===== config.mk =====
export PLATFORM = sky130hd
export DESIGN_NAME = edit_distance_engine_flat
export DESIGN_NICKNAME = d
export VERILOG_FILES = /design/src/hdl/ede_pkg.sv /design/src/hdl/ede_item_if.sv /design/src/hdl/ede_result_if.sv /design/src/hdl/edit_distance_engine.sv /design/src/flat_wrapper.sv
export VERILOG_INCLUDE_DIRS = /design/src /design/src/hdl
export SDC_FILE = /design/constraint.sdc
export NUM_CORES = 1
export LEC_CHECK = 0
export BUFFER_PORTS_ARGS = -buffer_cell sky130_fd_sc_hd__buf_2
export CAP_MARGIN = 0
export CORE_MARGIN = 3
export CORE_UTILIZATION = 65
export CTS_BUF_LIST = sky130_fd_sc_hd__clkbuf_8
export DETAILED_ROUTE_END_ITERATION = 16
export GPL_TIMING_DRIVEN = 1
export PLACE_DENSITY = 0.82
export SLEW_MARGIN = 10
export SYNTH_ARGS = -nofsm -noshare
export SYNTH_HDL_FRONTEND = slang
export SYNTH_SLANG_ARGS = --single-unit

===== constraint.sdc =====
create_clock -name clk -period 12 [get_ports clk]
set_input_delay 2.4 -clock clk [delete_from_list [all_inputs] [get_ports clk]]
set_output_delay 2.4 -clock clk [all_outputs]
set_load 0.02 [all_outputs]

===== src/hdl/assert_macros.svh =====
// ----------------------------------------------------------------------------
// assert_macros.svh
// Concurrent assertion helpers, compiled out when NO_ASSERTIONS is defined
// ----------------------------------------------------------------------------
`ifndef ASSERT_MACROS_SVH
`define ASSERT_MACROS_SVH

`ifndef NO_ASSERTIONS

// property holds at every clock edge outside reset
`define ASSERT_ALWAYS(label, clk, rst_n, prop, msg) \
	label: assert property (@(posedge clk) disable iff (!rst_n) (prop)) else $error(msg);

// trigger implies consequence in the next cycle
`define ASSERT_NEXT(label, clk, rst_n, trig, cons, msg) \
	label: assert property (@(posedge clk) disable iff (!rst_n) (trig) |=> (cons)) \
		else $error(msg);

`else

`define ASSERT_ALWAYS(label, clk, rst_n, prop, msg)
`define ASSERT_NEXT(label, clk, rst_n, trig, cons, msg)

`endif

`endif


===== src/hdl/ede_pkg.sv =====
// ----------------------------------------------------------------------------
// ede_pkg
// Shared types and constants of the edit distance engine
// ----------------------------------------------------------------------------
package ede_pkg;

	// longest target or candidate word, at most 63 so a row entry fits the result
	localparam int MAX_LEN = 32;

	localparam int SYM_W  = 8;
	localparam int LEN_W  = 6;
	localparam int DIST_W = 6;
	localparam int ADDR_W = $clog2(MAX_LEN);

	localparam logic [LEN_W-1:0] MAX_LEN_L = LEN_W'(MAX_LEN);

	typedef enum logic [1:0] {
		MODE_CLEAR  = 2'd0,
		MODE_APPEND = 2'd1,
		MODE_FEED   = 2'd2,
		MODE_FINISH = 2'd3
	} mode_t;

	typedef logic [SYM_W-1:0]  sym_t;
	typedef logic [LEN_W-1:0]  len_t;
	typedef logic [DIST_W-1:0] dist_t;
	typedef logic [ADDR_W-1:0] addr_t;

endpackage


===== src/hdl/ede_item_if.sv =====
// ----------------------------------------------------------------------------
// ede_item_if
// Input channel: one command with its byte per transaction
// ----------------------------------------------------------------------------
interface ede_item_if;

	logic          valid;
	logic          ready;
	ede_pkg::mode_t mode;
	ede_pkg::sym_t symbol;

	modport source (output valid, output mode, output symbol, input ready);
	modport sink (input valid, input mode, input symbol, output ready);

endinterface


===== src/hdl/ede_result_if.sv =====
// ----------------------------------------------------------------------------
// ede_result_if
// Result channel: one distance and its drop flag per transaction
// ----------------------------------------------------------------------------
interface ede_result_if;

	logic           valid;
	logic           ready;
	ede_pkg::dist_t distance;
	logic           overflowed;

	modport source (output valid, output distance, output overflowed, input ready);
	modport sink (input valid, input distance, input overflowed, output ready);

endinterface


===== src/hdl/edit_distance_engine.sv =====
// Sequencing: clear and append complete while idle; a candidate byte with a
// nonempty target sweeps the feed state, one row entry per cycle through
// the shared min/add unit and the row store; finish waits while the previous
// result is still unaccepted, registers it, then restores the row store.
// Throughput: one transaction at a time, ready only while the sequencer idles.
// Reset (arst_n low): empty target and candidate, flag clear, no result pending.
// ----------------------------------------------------------------------------
// edit_distance_engine
// Levenshtein distance between a stored target word and a streamed candidate
// ----------------------------------------------------------------------------
`include "assert_macros.svh"

module edit_distance_engine (
	input logic          clk,
	input logic          arst_n,
	ede_item_if.sink     item,
	ede_result_if.source result
);

	typedef enum logic [1:0] {
		ST_IDLE,
		ST_FEED,
		ST_FIN,
		ST_RESTORE
	} state_t;

	state_t         state_q;
	ede_pkg::len_t  tlen_q;
	ede_pkg::len_t  cand_q;
	logic           drop_q;
	ede_pkg::len_t  j_q;
	ede_pkg::len_t  left_q;
	ede_pkg::len_t  diag_q;
	ede_pkg::sym_t  sym_q;
	logic           out_vld_q;
	ede_pkg::dist_t dist_q;
	logic           ovf_q;

	// memories: row entries 1..MAX_LEN at index j-1, entry zero is the candidate length
	ede_pkg::len_t  row_mem [ede_pkg::MAX_LEN];
	ede_pkg::sym_t  tgt_mem [ede_pkg::MAX_LEN];
	ede_pkg::len_t  rd_row_q;
	ede_pkg::sym_t  rd_tgt_q;

	logic           item_fire;
	logic           append_ok;
	ede_pkg::addr_t rd_addr;
	ede_pkg::addr_t tlen_m1;
	ede_pkg::addr_t j_m1;
	logic           row_we;
	ede_pkg::addr_t row_wa;
	ede_pkg::len_t  row_wd;
	ede_pkg::len_t  min_ab;
	ede_pkg::len_t  min_abc;
	ede_pkg::len_t  new_val;
	ede_pkg::len_t  tlen_d;
	ede_pkg::len_t  j_m1_full;
	ede_pkg::len_t  tlen_m1_full;

	assign item.ready      = (state_q == ST_IDLE);
	assign item_fire       = item.valid && item.ready;
	assign result.valid    = out_vld_q;
	assign result.distance = dist_q;
	assign result.overflowed = ovf_q;

	assign append_ok    = (cand_q == '0) && (tlen_q < ede_pkg::MAX_LEN_L);
	assign tlen_d       = tlen_q + 1'b1;
	assign j_m1_full    = j_q - 1'b1;
	assign tlen_m1_full = tlen_q - 1'b1;
	assign j_m1         = j_m1_full[ede_pkg::ADDR_W-1:0];
	assign tlen_m1      = tlen_m1_full[ede_pkg::ADDR_W-1:0];

	// shared cell update: match takes the diagonal, else 1 + min of three
	always_comb begin
		min_ab  = (rd_row_q < left_q) ? rd_row_q : left_q;
		min_abc = (diag_q < min_ab) ? diag_q : min_ab;
		new_val = (rd_tgt_q == sym_q) ? diag_q : (min_abc + 1'b1);
	end

	always_comb begin
		rd_addr = '0;
		row_we  = 1'b0;
		row_wa  = j_m1;
		row_wd  = new_val;
		case (state_q)
			ST_IDLE: begin
				// finish needs row[m] on the read register in the next cycle
				rd_addr = (item.mode == ede_pkg::MODE_FEED) ? '0 : tlen_m1;
				if (item_fire && item.mode == ede_pkg::MODE_APPEND && append_ok) begin
					row_we = 1'b1;
					row_wa = tlen_q[ede_pkg::ADDR_W-1:0];
					row_wd = tlen_d;
				end
			end
			ST_FEED: begin
				// prefetch entry j+1 while entry j is written
				rd_addr = j_q[ede_pkg::ADDR_W-1:0];
				row_we  = 1'b1;
			end
			ST_FIN: begin
				// keep row[m] on the read register while the result register is busy
				rd_addr = tlen_m1;
			end
			ST_RESTORE: begin
				row_we = 1'b1;
				row_wd = j_q;
			end
			default: begin
				rd_addr = '0;
			end
		endcase
	end

	always_ff @(posedge clk) begin
		if (row_we) begin
			row_mem[row_wa] <= row_wd;
		end
		rd_row_q <= row_mem[rd_addr];
	end

	always_ff @(posedge clk) begin
		if (item_fire && item.mode == ede_pkg::MODE_APPEND && append_ok) begin
			tgt_mem[tlen_q[ede_pkg::ADDR_W-1:0]] <= item.symbol;
		end
		rd_tgt_q <= tgt_mem[rd_addr];
	end

	always_ff @(posedge clk or negedge arst_n) begin
		if (!arst_n) begin
			state_q   <= ST_IDLE;
			tlen_q    <= '0;
			cand_q    <= '0;
			drop_q    <= 1'b0;
			j_q       <= '0;
			left_q    <= '0;
			diag_q    <= '0;
			sym_q     <= '0;
			out_vld_q <= 1'b0;
			dist_q    <= '0;
			ovf_q     <= 1'b0;
		end else begin
			if (result.valid && result.ready) begin
				out_vld_q <= 1'b0;
			end
			case (state_q)
				ST_IDLE: begin
					if (item_fire) begin
						case (item.mode)
							ede_pkg::MODE_CLEAR: begin
								tlen_q <= '0;
								cand_q <= '0;
								drop_q <= 1'b0;
							end
							ede_pkg::MODE_APPEND: begin
								if (append_ok) begin
									tlen_q <= tlen_d;
								end else begin
									drop_q <= 1'b1;
								end
							end
							ede_pkg::MODE_FEED: begin
								if (cand_q >= ede_pkg::MAX_LEN_L) begin
									drop_q <= 1'b1;
								end else begin
									cand_q <= cand_q + 1'b1;
									left_q <= cand_q + 1'b1;
									diag_q <= cand_q;
									sym_q  <= item.symbol;
									j_q    <= ede_pkg::len_t'(1);
									if (tlen_q != '0) begin
										state_q <= ST_FEED;
									end
								end
							end
							default: begin
								state_q <= ST_FIN;
							end
						endcase
					end
				end
				ST_FEED: begin
					left_q <= new_val;
					diag_q <= rd_row_q;
					j_q    <= j_q + 1'b1;
					if (j_q == tlen_q) begin
						state_q <= ST_IDLE;
					end
				end
				ST_FIN: begin
					// wait for the output register to free up
					if (!out_vld_q || result.ready) begin
						dist_q    <= (tlen_q == '0) ? cand_q : rd_row_q;
						ovf_q     <= drop_q;
						out_vld_q <= 1'b1;
						cand_q    <= '0;
						drop_q    <= 1'b0;
						j_q       <= ede_pkg::len_t'(1);
						state_q   <= (tlen_q == '0) ? ST_IDLE : ST_RESTORE;
					end
				end
				ST_RESTORE: begin
					j_q <= j_q + 1'b1;
					if (j_q == tlen_q) begin
						state_q <= ST_IDLE;
					end
				end
				default: begin
					state_q <= ST_IDLE;
				end
			endcase
		end
	end

	`ASSERT_ALWAYS(a_len_bound, clk, arst_n, (tlen_q <= ede_pkg::MAX_LEN_L) && (cand_q <= ede_pkg::MAX_LEN_L), "word length beyond limit")
	`ASSERT_ALWAYS(a_sweep_index, clk, arst_n, !(state_q == ST_FEED || state_q == ST_RESTORE) || (j_q >= ede_pkg::len_t'(1) && j_q <= tlen_q), "row sweep index out of target range")
	`ASSERT_NEXT(a_finish_seq, clk, arst_n, item_fire && item.mode == ede_pkg::MODE_FINISH, state_q == ST_FIN, "finish did not start result load")
	`ASSERT_ALWAYS(a_result_src, clk, arst_n, !$rose(out_vld_q) || $past(state_q == ST_FIN), "result raised outside finish")

endmodule

===== src/flat_wrapper.sv =====
// flat-port wrapper written by rule: the top's interface ports become plain ports
module edit_distance_engine_flat 
  (clk, arst_n, item_valid, item_mode, item_symbol, item_ready, result_valid, result_distance, result_overflowed, result_ready);
  ede_item_if item_i ();
  ede_result_if result_i ();
  input logic clk;
  input logic arst_n;
  input wire logic [$bits(item_i.valid)-1:0] item_valid;
  input wire logic [$bits(item_i.mode)-1:0] item_mode;
  input wire logic [$bits(item_i.symbol)-1:0] item_symbol;
  output wire logic [$bits(item_i.ready)-1:0] item_ready;
  output wire logic [$bits(result_i.valid)-1:0] result_valid;
  output wire logic [$bits(result_i.distance)-1:0] result_distance;
  output wire logic [$bits(result_i.overflowed)-1:0] result_overflowed;
  input wire logic [$bits(result_i.ready)-1:0] result_ready;
  assign item_i.valid = item_valid;
  assign item_i.mode = item_mode;
  assign item_i.symbol = item_symbol;
  assign item_ready = item_i.ready;
  assign result_valid = result_i.valid;
  assign result_distance = result_i.distance;
  assign result_overflowed = result_i.overflowed;
  assign result_i.ready = result_ready;
  edit_distance_engine u_core (.clk(clk), .arst_n(arst_n), .item(item_i), .result(result_i));
endmodule

Yosys cells after proc, flatten, opt, wreduce, memory -nomap -nowiden
Memory sizes are Yosys's and may differ from the RTL's. A register that Yosys moved wholly into a read port is not among the register bits.
Cells that the tools add are included.
{"block": "totals", "mem_bits_rw": 448, "in_bits": 14, "wordCells": 120, "memories": 2, "ff_bits": 49, "out_inout_bits": 9}
{"block": "op_classes", "order_cmp": 4, "eq_ne": 20, "addsub": 6, "n_bitwise": 1, "reduce_logical": 25, "mux": 51}
{"memory": "u_core.tgt_mem", "words": 32, "word_bits": 8, "read_ports": 1, "rd_ports_with_merged_regs": 1, "write_ports": 1, "line_no": "edit_distance_engine.sv:41", "source": "ede_pkg::sym_t tgt_mem [ede_pkg::MAX_LEN];"}
{"memory": "u_core.row_mem", "words": 32, "word_bits": 6, "read_ports": 1, "rd_ports_with_merged_regs": 1, "write_ports": 1, "line_no": "edit_distance_engine.sv:40", "source": "ede_pkg::len_t row_mem [ede_pkg::MAX_LEN];"}
{"cell": "two-way mux 6 bit", "n": 18}
{"cell": "case mux 6 bit (2 select lines)", "n": 6}
{"cell": "adder 6 x 1 -> 6 bit, second input constant", "n": 4}
{"cell": "case mux 6 bit (3 select lines)", "n": 1}
{"cell": "AND reduction 4 bit", "n": 4}
{"cell": "two-way mux 5 bit", "n": 3}
{"cell": "inequality test 3 bit, second input constant", "n": 5}
{"cell": "case mux 5 bit (3 select lines)", "n": 1}
{"cell": "logical NOT 6 bit", "n": 2}
{"cell": "< comparator 6 bit", "n": 2}
{"cell": "two-way mux 2 bit", "n": 6}
{"cell": "AND reduction 6 bit", "n": 2}
{"cell": "two-way mux 1 bit", "n": 11}
{"cell": "subtractor 5 x 1 -> 5 bit, second input constant", "n": 2}
{"cell": "equality test 8 bit", "n": 1}
{"cell": "inequality test 2 bit, second input constant", "n": 4}
{"cell": "equality test 2 bit, second input constant", "n": 3}
{"cell": "equality test 6 bit", "n": 1}
{"cell": ">= comparator 6 bit, second input constant", "n": 1}
{"cell": "< comparator 6 bit, second input constant", "n": 1}
{"cell": "inequality test 2 x 1 -> 1 bit, second input constant", "n": 3}
{"cell": "case mux 2 bit (3 select lines)", "n": 1}
{"cell": "nonzero test 2 bit", "n": 3}
{"cell": "nonzero test 6 bit", "n": 1}
{"cell": "other kinds (13)", "n": 21}

Depth between registers and ports, before layout
{"block": "logic_depth", "depth_word": 8, "ltp_mapped": 20, "depth_no_buf": 19}

Least setup slack after synthesis
Ideal clock, no wire load.
{"block": "synth_path", "path_kind": "flip-flop to flip-flop", "start": "register u_core.left_q[2]", "end": "memory u_core.row_mem[0][4] (netlist name), data pin", "t_arrival_ns": 5.131, "setup_ns": 0.473, "synth_period_minus_slack_ns": 5.604, "path_slack_ns": 6.396, "path_buffers": 1, "path_stages_with_launch": 19, "required_ns": 11.527, "cell_sequence": "dfrtp_1 inv_1 ha_1 nand4_1 o221ai_1 buf_2 mux2_2 inv_1 ha_1 a21oi_1 o21ai_1 a2111oi_4 nor2_2 a21oi_1 ha_1 inv_1 o2111a_1 a31o_2 o32ai_1"}
{"block": "synth_via", "elab_chain_cells": 8}
{"element": "from (decl)", "line_no": "edit_distance_engine.sv:32", "source": "ede_pkg::len_t left_q;"}
{"element": "from (signal assigned)", "line_no": "edit_distance_engine.sv:166", "source": "left_q <= cand_q + 1'b1;"}
{"element": "from (signal assigned)", "line_no": "edit_distance_engine.sv:182", "source": "left_q <= new_val;"}
{"element": "< comparator 6 bit", "line_no": "edit_distance_engine.sv:75", "source": "min_ab = (rd_row_q < left_q) ? rd_row_q : left_q;"}
{"element": "two-way mux 6 bit (*)", "line_no": "edit_distance_engine.sv:75"}
{"element": "< comparator 6 bit", "line_no": "edit_distance_engine.sv:76", "source": "min_abc = (diag_q < min_ab) ? diag_q : min_ab;"}
{"element": "two-way mux 6 bit (*)", "line_no": "edit_distance_engine.sv:76"}
{"element": "adder 6 x 1 -> 6 bit (*)", "line_no": "edit_distance_engine.sv:77", "source": "new_val = (rd_tgt_q == sym_q) ? diag_q : (min_abc + 1'b1);"}
{"element": "two-way mux 6 bit (*)", "line_no": "edit_distance_engine.sv:77"}
{"element": "two-way mux 6 bit", "line_no": "edit_distance_engine.sv:89", "source": "if (item_fire && item.mode == ede_pkg::MODE_APPEND && append_ok) begin"}
{"element": "case mux 6 bit (2 select lines) (*)", "line_no": "edit_distance_engine.sv:85", "source": "case (state_q)"}
{"element": "named net u_core.row_wd[4]", "line_no": "edit_distance_engine.sv:52", "source": "ede_pkg::len_t row_wd;"}
{"element": "to (decl)", "line_no": "edit_distance_engine.sv:40"}
The timed path passes the listed nets; every way through them passes the cells marked *.

Final worst setup path
{"block": "layout_path", "start": "register u_core.left_q[3]", "end": "memory u_core.row_mem[10][4] (netlist name), data pin"}
The elaborated chain is that of the path after synthesis.

==> impl_metrics.py <==
metrics = {
    "critical_path": {
        "critPathBufInv": 3,
        "crit_path_end_kind": "flip-flop",
        "reg2reg_from": "u_core.left_q[3]$_DFFE_PN0P_",
        "crit_required_ns": 12.26,
        "critPathMaxStageDelay_ns": 0.98,
        "critPathLaunchType": "flip-flop",
        "timing.critical_path.fanout_max": 32,
        "path_cells": "inv_1 -> ha_1 -> nand4_1 -> o221ai_1 -> mux2_2 -> inv_1 -> ha_1 -> a21oi_1 -> o21ai_1 -> a21oi_1 -> nor2_2 -> a21oi_1 -> ha_1 -> inv_1 -> o2111a_1 -> a31o_2 -> o32ai_4",
        "worst_path_dominant_cell_family": "compound AO/OA/AOI/OAI gates",
        "r2r_setup_slack_ns": 5.97,
        "r2r_cells": 17,
        "r2r-end": "u_core.row_mem[10][4]$_DFFE_PP_",
        "crit_arrival_ns": 6.29,
        "crit_type": "flip-flop to flip-flop",
        "critPathSlowestCell": "sky130_fd_sc_hd__o32ai_4",
    },
    "global_routing": {
        "grt_pass1_vias": 13900,
        "antenna_found_initial": 0,
        "gr-usage-all-layers": 0.295,
        "grt_start_max_net_pins": 78,
        "grt_overflow_total": 0,
        "grt_pass1_wl_mm": 81.8,
    },
    "clocking": {
        "postCtsSetupRepairBufs": 0,
        "clock_pin_slew_reported_for_the_worst_setup_and_hold_paths_after_clock_tree_synthesis_ns": 0.07,
        "clock_tree_from_tritoncts": "built",
        "post_cts.resized_instances": 0,
        "number_of_levels_the_h_tree_was_split_into": 3,
        "max-clock-path-buffers": 3,
        "ctsHoldBuffers": 0,
        "cts_root_buffer": "sky130_fd_sc_hd__clkbuf_8",
        "clock_latency_ns": 0.67,
        "cts_made_buffers": 80,
        "cts.sinks": 511,
    },
    "floorplanning": {
        "design.portCount": 23,
        "die_w_microns": 191,
        "core_sq_um": 33700,
        "num_rows": 67,
        "fp.dieArea_sq_um": 36600,
        "initial_utilization": 0.662,
        "die_y_microns": 191,
    },
    "placement": {
        "port-buffer-count": 22,
        "finalWeightedCongestion": 0.907,
        "hpwl_mm": 33.0,
    },
    "final_layout": {
        "finalCoreUtilization": 0.721,
        "area_growth_from_synthesis_to_layout_pct": 8.91,
        "post_route_cells_drive_above_1_share": 0.147,
        "nFillCells": 2082,
        "fin_nets": 1648,
        "n_antenna_cell": 0,
    },
    "synth": {
        "netlist-cell-type-count": 72,
        "async_reset_ff_frac": 0.0959,
        "synth_edf_count": 448,
        "synth_area_leader_cell": "sky130_fd_sc_hd__edfxtp_1",
        "ys_top_cells_by_area": "sky130_fd_sc_hd__edfxtp_1 60%, sky130_fd_sc_hd__dfrtp_1 5.5%, sky130_fd_sc_hd__mux2i_1 5.4%",
        "main_synth_ff_type": "sky130_fd_sc_hd__edfxtp_1",
        "synth.net_count": 1624,
        "synth.cells.most_frequent": "448 x sky130_fd_sc_hd__edfxtp_1, 140 x sky130_fd_sc_hd__nor2_1, 121 x sky130_fd_sc_hd__mux2i_1",
        "yosysSeqAreaShare": 0.671,
        "yosysWarnings": 0,
        "yosysMostFrequentCell": "sky130_fd_sc_hd__edfxtp_1",
        "syn_area_per_cell_sq_um": 14.1,
        "synth-seq-cells": 511,
        "synth_area_sq_um": 22300,
        "syn_inst": 1584,
        "synth_top_area_share": 0.603,
    },
    "worst_hold_path": {
        "hold_path_startpoint": "u_core.drop_q$_DFFE_PN0P_",
        "hold-path-cell-count": 2,
        "worst_hold_path_type": "flip-flop to flip-flop",
        "min_to": "u_core.drop_q$_DFFE_PN0P_",
    },
    "timing": {
        "hold_viol_final": 0,
        "fin_crit_ns": 6.03,
        "timing.fmax_mhz": 166,
        "slew_viol_final": 0,
        "final_min_period_over_clock_period": 0.503,
        "timing.final.setup_violations": 0,
        "setup_tns_ns": 0,
        "worst_slew_pin_slew_ns": 1.23,
        "worst_clock_skew_ns": 0.0523,
        "rsz0062_at_grt": "false",
        "worst_slew_margin_rel": 0.179,
    },
    "outcome": {
        "outcome": "finished clean",
    },
    "drt": {
        "drt_wirelength_mm": 53.1,
        "drt-vias-per-instance": 6.74,
        "via_count": 14300,
        "initialDrtViolationCount": 2007,
        "post_drt_antenna_nets": 0,
        "drt_pre_antenna_iters": 6,
        "post-route-drc-count": 0,
        "avgRoutedWirePerCell_microns": 25.0,
    },
    "pwr": {
        "power_density_nw_per_um2": 309,
        "worst_vdd_rail_ir_drop_mv": 0.244,
        "cellLeakagePower_nw": 8.50,
    },
    "run": {
        "timing.max_cap.violations": 0,
    },
}
metal layers:
metal / GRT usage / share of wire / vias to the layer above
li1: - / - / 6210
met5: 0 / 0 / -
met2: 0.447 / 0.47 / 946
met3: 0.0783 / 0.12 / 143
met4: 0.107 / 0.032 / 0
met1: 0.420 / 0.38 / 7002
worst register-to-register path: cells and delay by family (launching register included):
| kind | cells | cell delay (ns) |
|---|---|---|
| flip-flops | 1 | 0.41 |
| AND/OR/NAND/NOR | 2 | 0.34 |
| adder cells (fa/ha/maj) | 3 | 0.82 |
| AO/OA/AOI/OAI | 8 | 3.31 |
| buffers and inverters | 3 | 0.30 |
| multiplexers | 1 | 0.45 |
report_power, final:
part | total [mW] | internal (mW) | leakage, nW | switching [mW]
Combinational | 3.60 | 1.21 | 2.80 | 2.39
Sequential | 2.51 | 2.38 | 4.81 | 0.127
Clock | 1.39 | 0.718 | 0.901 | 0.668
Total | 7.49 | 4.31 | 8.50 | 3.18
how the worst max path moves through the flow:
stage	cells after the start	start	slack (ns)	to
3_3_place_gp	12	item_mode[0]	5.96	u_core.rd_tgt_q[0]$_DFF_P_
6_report	17	u_core.left_q[3]$_DFFE_PN0P_	5.97	u_core.row_mem[10][4]$_DFFE_PP_
5_1_grt	17	u_core.left_q[4]$_DFFE_PN0P_	5.53	u_core.row_mem[30][4]$_DFFE_PP_
2_1_floorplan	18	u_core.left_q[2]$_DFFE_PN0P_	6.40	u_core.row_mem[0][4]$_DFFE_PP_
3_5_place_dp	12	item_mode[0]	5.89	u_core.rd_row_q[5]$_DFF_P_
4_1_cts	17	u_core.left_q[3]$_DFFE_PN0P_	6.04	u_core.row_mem[10][4]$_DFFE_PP_
layout make-up:
class,instances,area (sq um),area share
inverter,27,101,0.00417
clock inverter,57,284,0.0117
tap,448,561,0.0231
clock buffer,91,1250,0.0516
multi-input combinational,947,6870,0.283
timing repair buffer,41,253,0.0104
sequential,511,15000,0.616
placed cells by master (no fill, tap or decap), types with 7 or more instances in the layout:
cell                       synthesis  final
sky130_fd_sc_hd__a31oi_1          22     22
sky130_fd_sc_hd__o31ai_1           7      7
sky130_fd_sc_hd__xor2_1           16     16
sky130_fd_sc_hd__o211ai_1         37     37
sky130_fd_sc_hd__or3_1            33     33
sky130_fd_sc_hd__xnor2_1          10     10
sky130_fd_sc_hd__edfxtp_1        448    448
sky130_fd_sc_hd__and3_1           10     10
sky130_fd_sc_hd__nand2_1          86     85
sky130_fd_sc_hd__nand4_1           7      7
sky130_fd_sc_hd__nor2_1          140    139
sky130_fd_sc_hd__buf_2            22     22
sky130_fd_sc_hd__o221ai_1         15     15
sky130_fd_sc_hd__o21ai_0          63     62
sky130_fd_sc_hd__mux2_2           35     35
sky130_fd_sc_hd__clkinv_1          1     11
sky130_fd_sc_hd__o22ai_1          24     19
sky130_fd_sc_hd__mux2i_1         121    121
sky130_fd_sc_hd__or2_2             7      7
sky130_fd_sc_hd__a211oi_1         14     14
sky130_fd_sc_hd__clkinv_2          0      7
sky130_fd_sc_hd__ha_1             26     25
sky130_fd_sc_hd__o311ai_0         10     10
sky130_fd_sc_hd__buf_4             3     19
sky130_fd_sc_hd__nor3_1           17     17
sky130_fd_sc_hd__dfrtp_1          49     49
sky130_fd_sc_hd__a21oi_1          73     72
sky130_fd_sc_hd__a311oi_1         15     15
sky130_fd_sc_hd__nand3_1          35     35
sky130_fd_sc_hd__nor2b_1           9      9
sky130_fd_sc_hd__clkbuf_8          0     91
sky130_fd_sc_hd__dfxtp_1          14     14
sky130_fd_sc_hd__inv_1            26     59
sky130_fd_sc_hd__mux4_2           26     26
kinds of logic (layout without fill, tap and decap cells):
| family | Yosys count | count (layout) | synth area share |
|---|---|---|---|
| fa+ha+maj | 26 | 26 | 0.0146 |
| flops | 511 | 511 | 0.671 |
| simple gates | 368 | 368 | 0.0759 |
| xor+xnor | 26 | 26 | 0.0102 |
| mux | 182 | 182 | 0.0983 |
| compound gates | 345 | 345 | 0.105 |
| buf+inv | 126 | 216 | 0.0253 |
metrics by stage:
| stage | setup WS, ns | instance area [sq um] | std cells | hold WS (ns) | power (mW) |
|---|---|---|---|---|---|
| floorplan | 6.40 | 22300 | 1584 | 0.465 | 4.96 |
| global placement | 5.96 | 22700 | 1974 | 0.490 | 5.95 |
| detailed placement | 5.89 | 22700 | 1974 | 0.502 | 6.05 |
| CTS | 6.04 | 24300 | 2122 | 0.518 | 7.43 |
| global route | 5.53 | 24300 | 2122 | 0.549 | 7.85 |
| finish | 5.97 | 24300 | 2122 | 0.517 | 7.49 |
state kept, by name, summed over array words and instances (netlist names), 2 cells and up:
name / cells
u_core.sym_q: 8
u_core.state_q: 2
u_core.cand_q: 6
u_core.j_q: 6
u_core.tlen_q: 6
u_core.result.distance: 6
u_core.tgt_mem: 256
u_core.diag_q: 6
u_core.left_q: 6
u_core.rd_tgt_q: 8
u_core.rd_row_q: 6
u_core.row_mem: 192
Note: power is estimated with default switching activity, not from simulation.
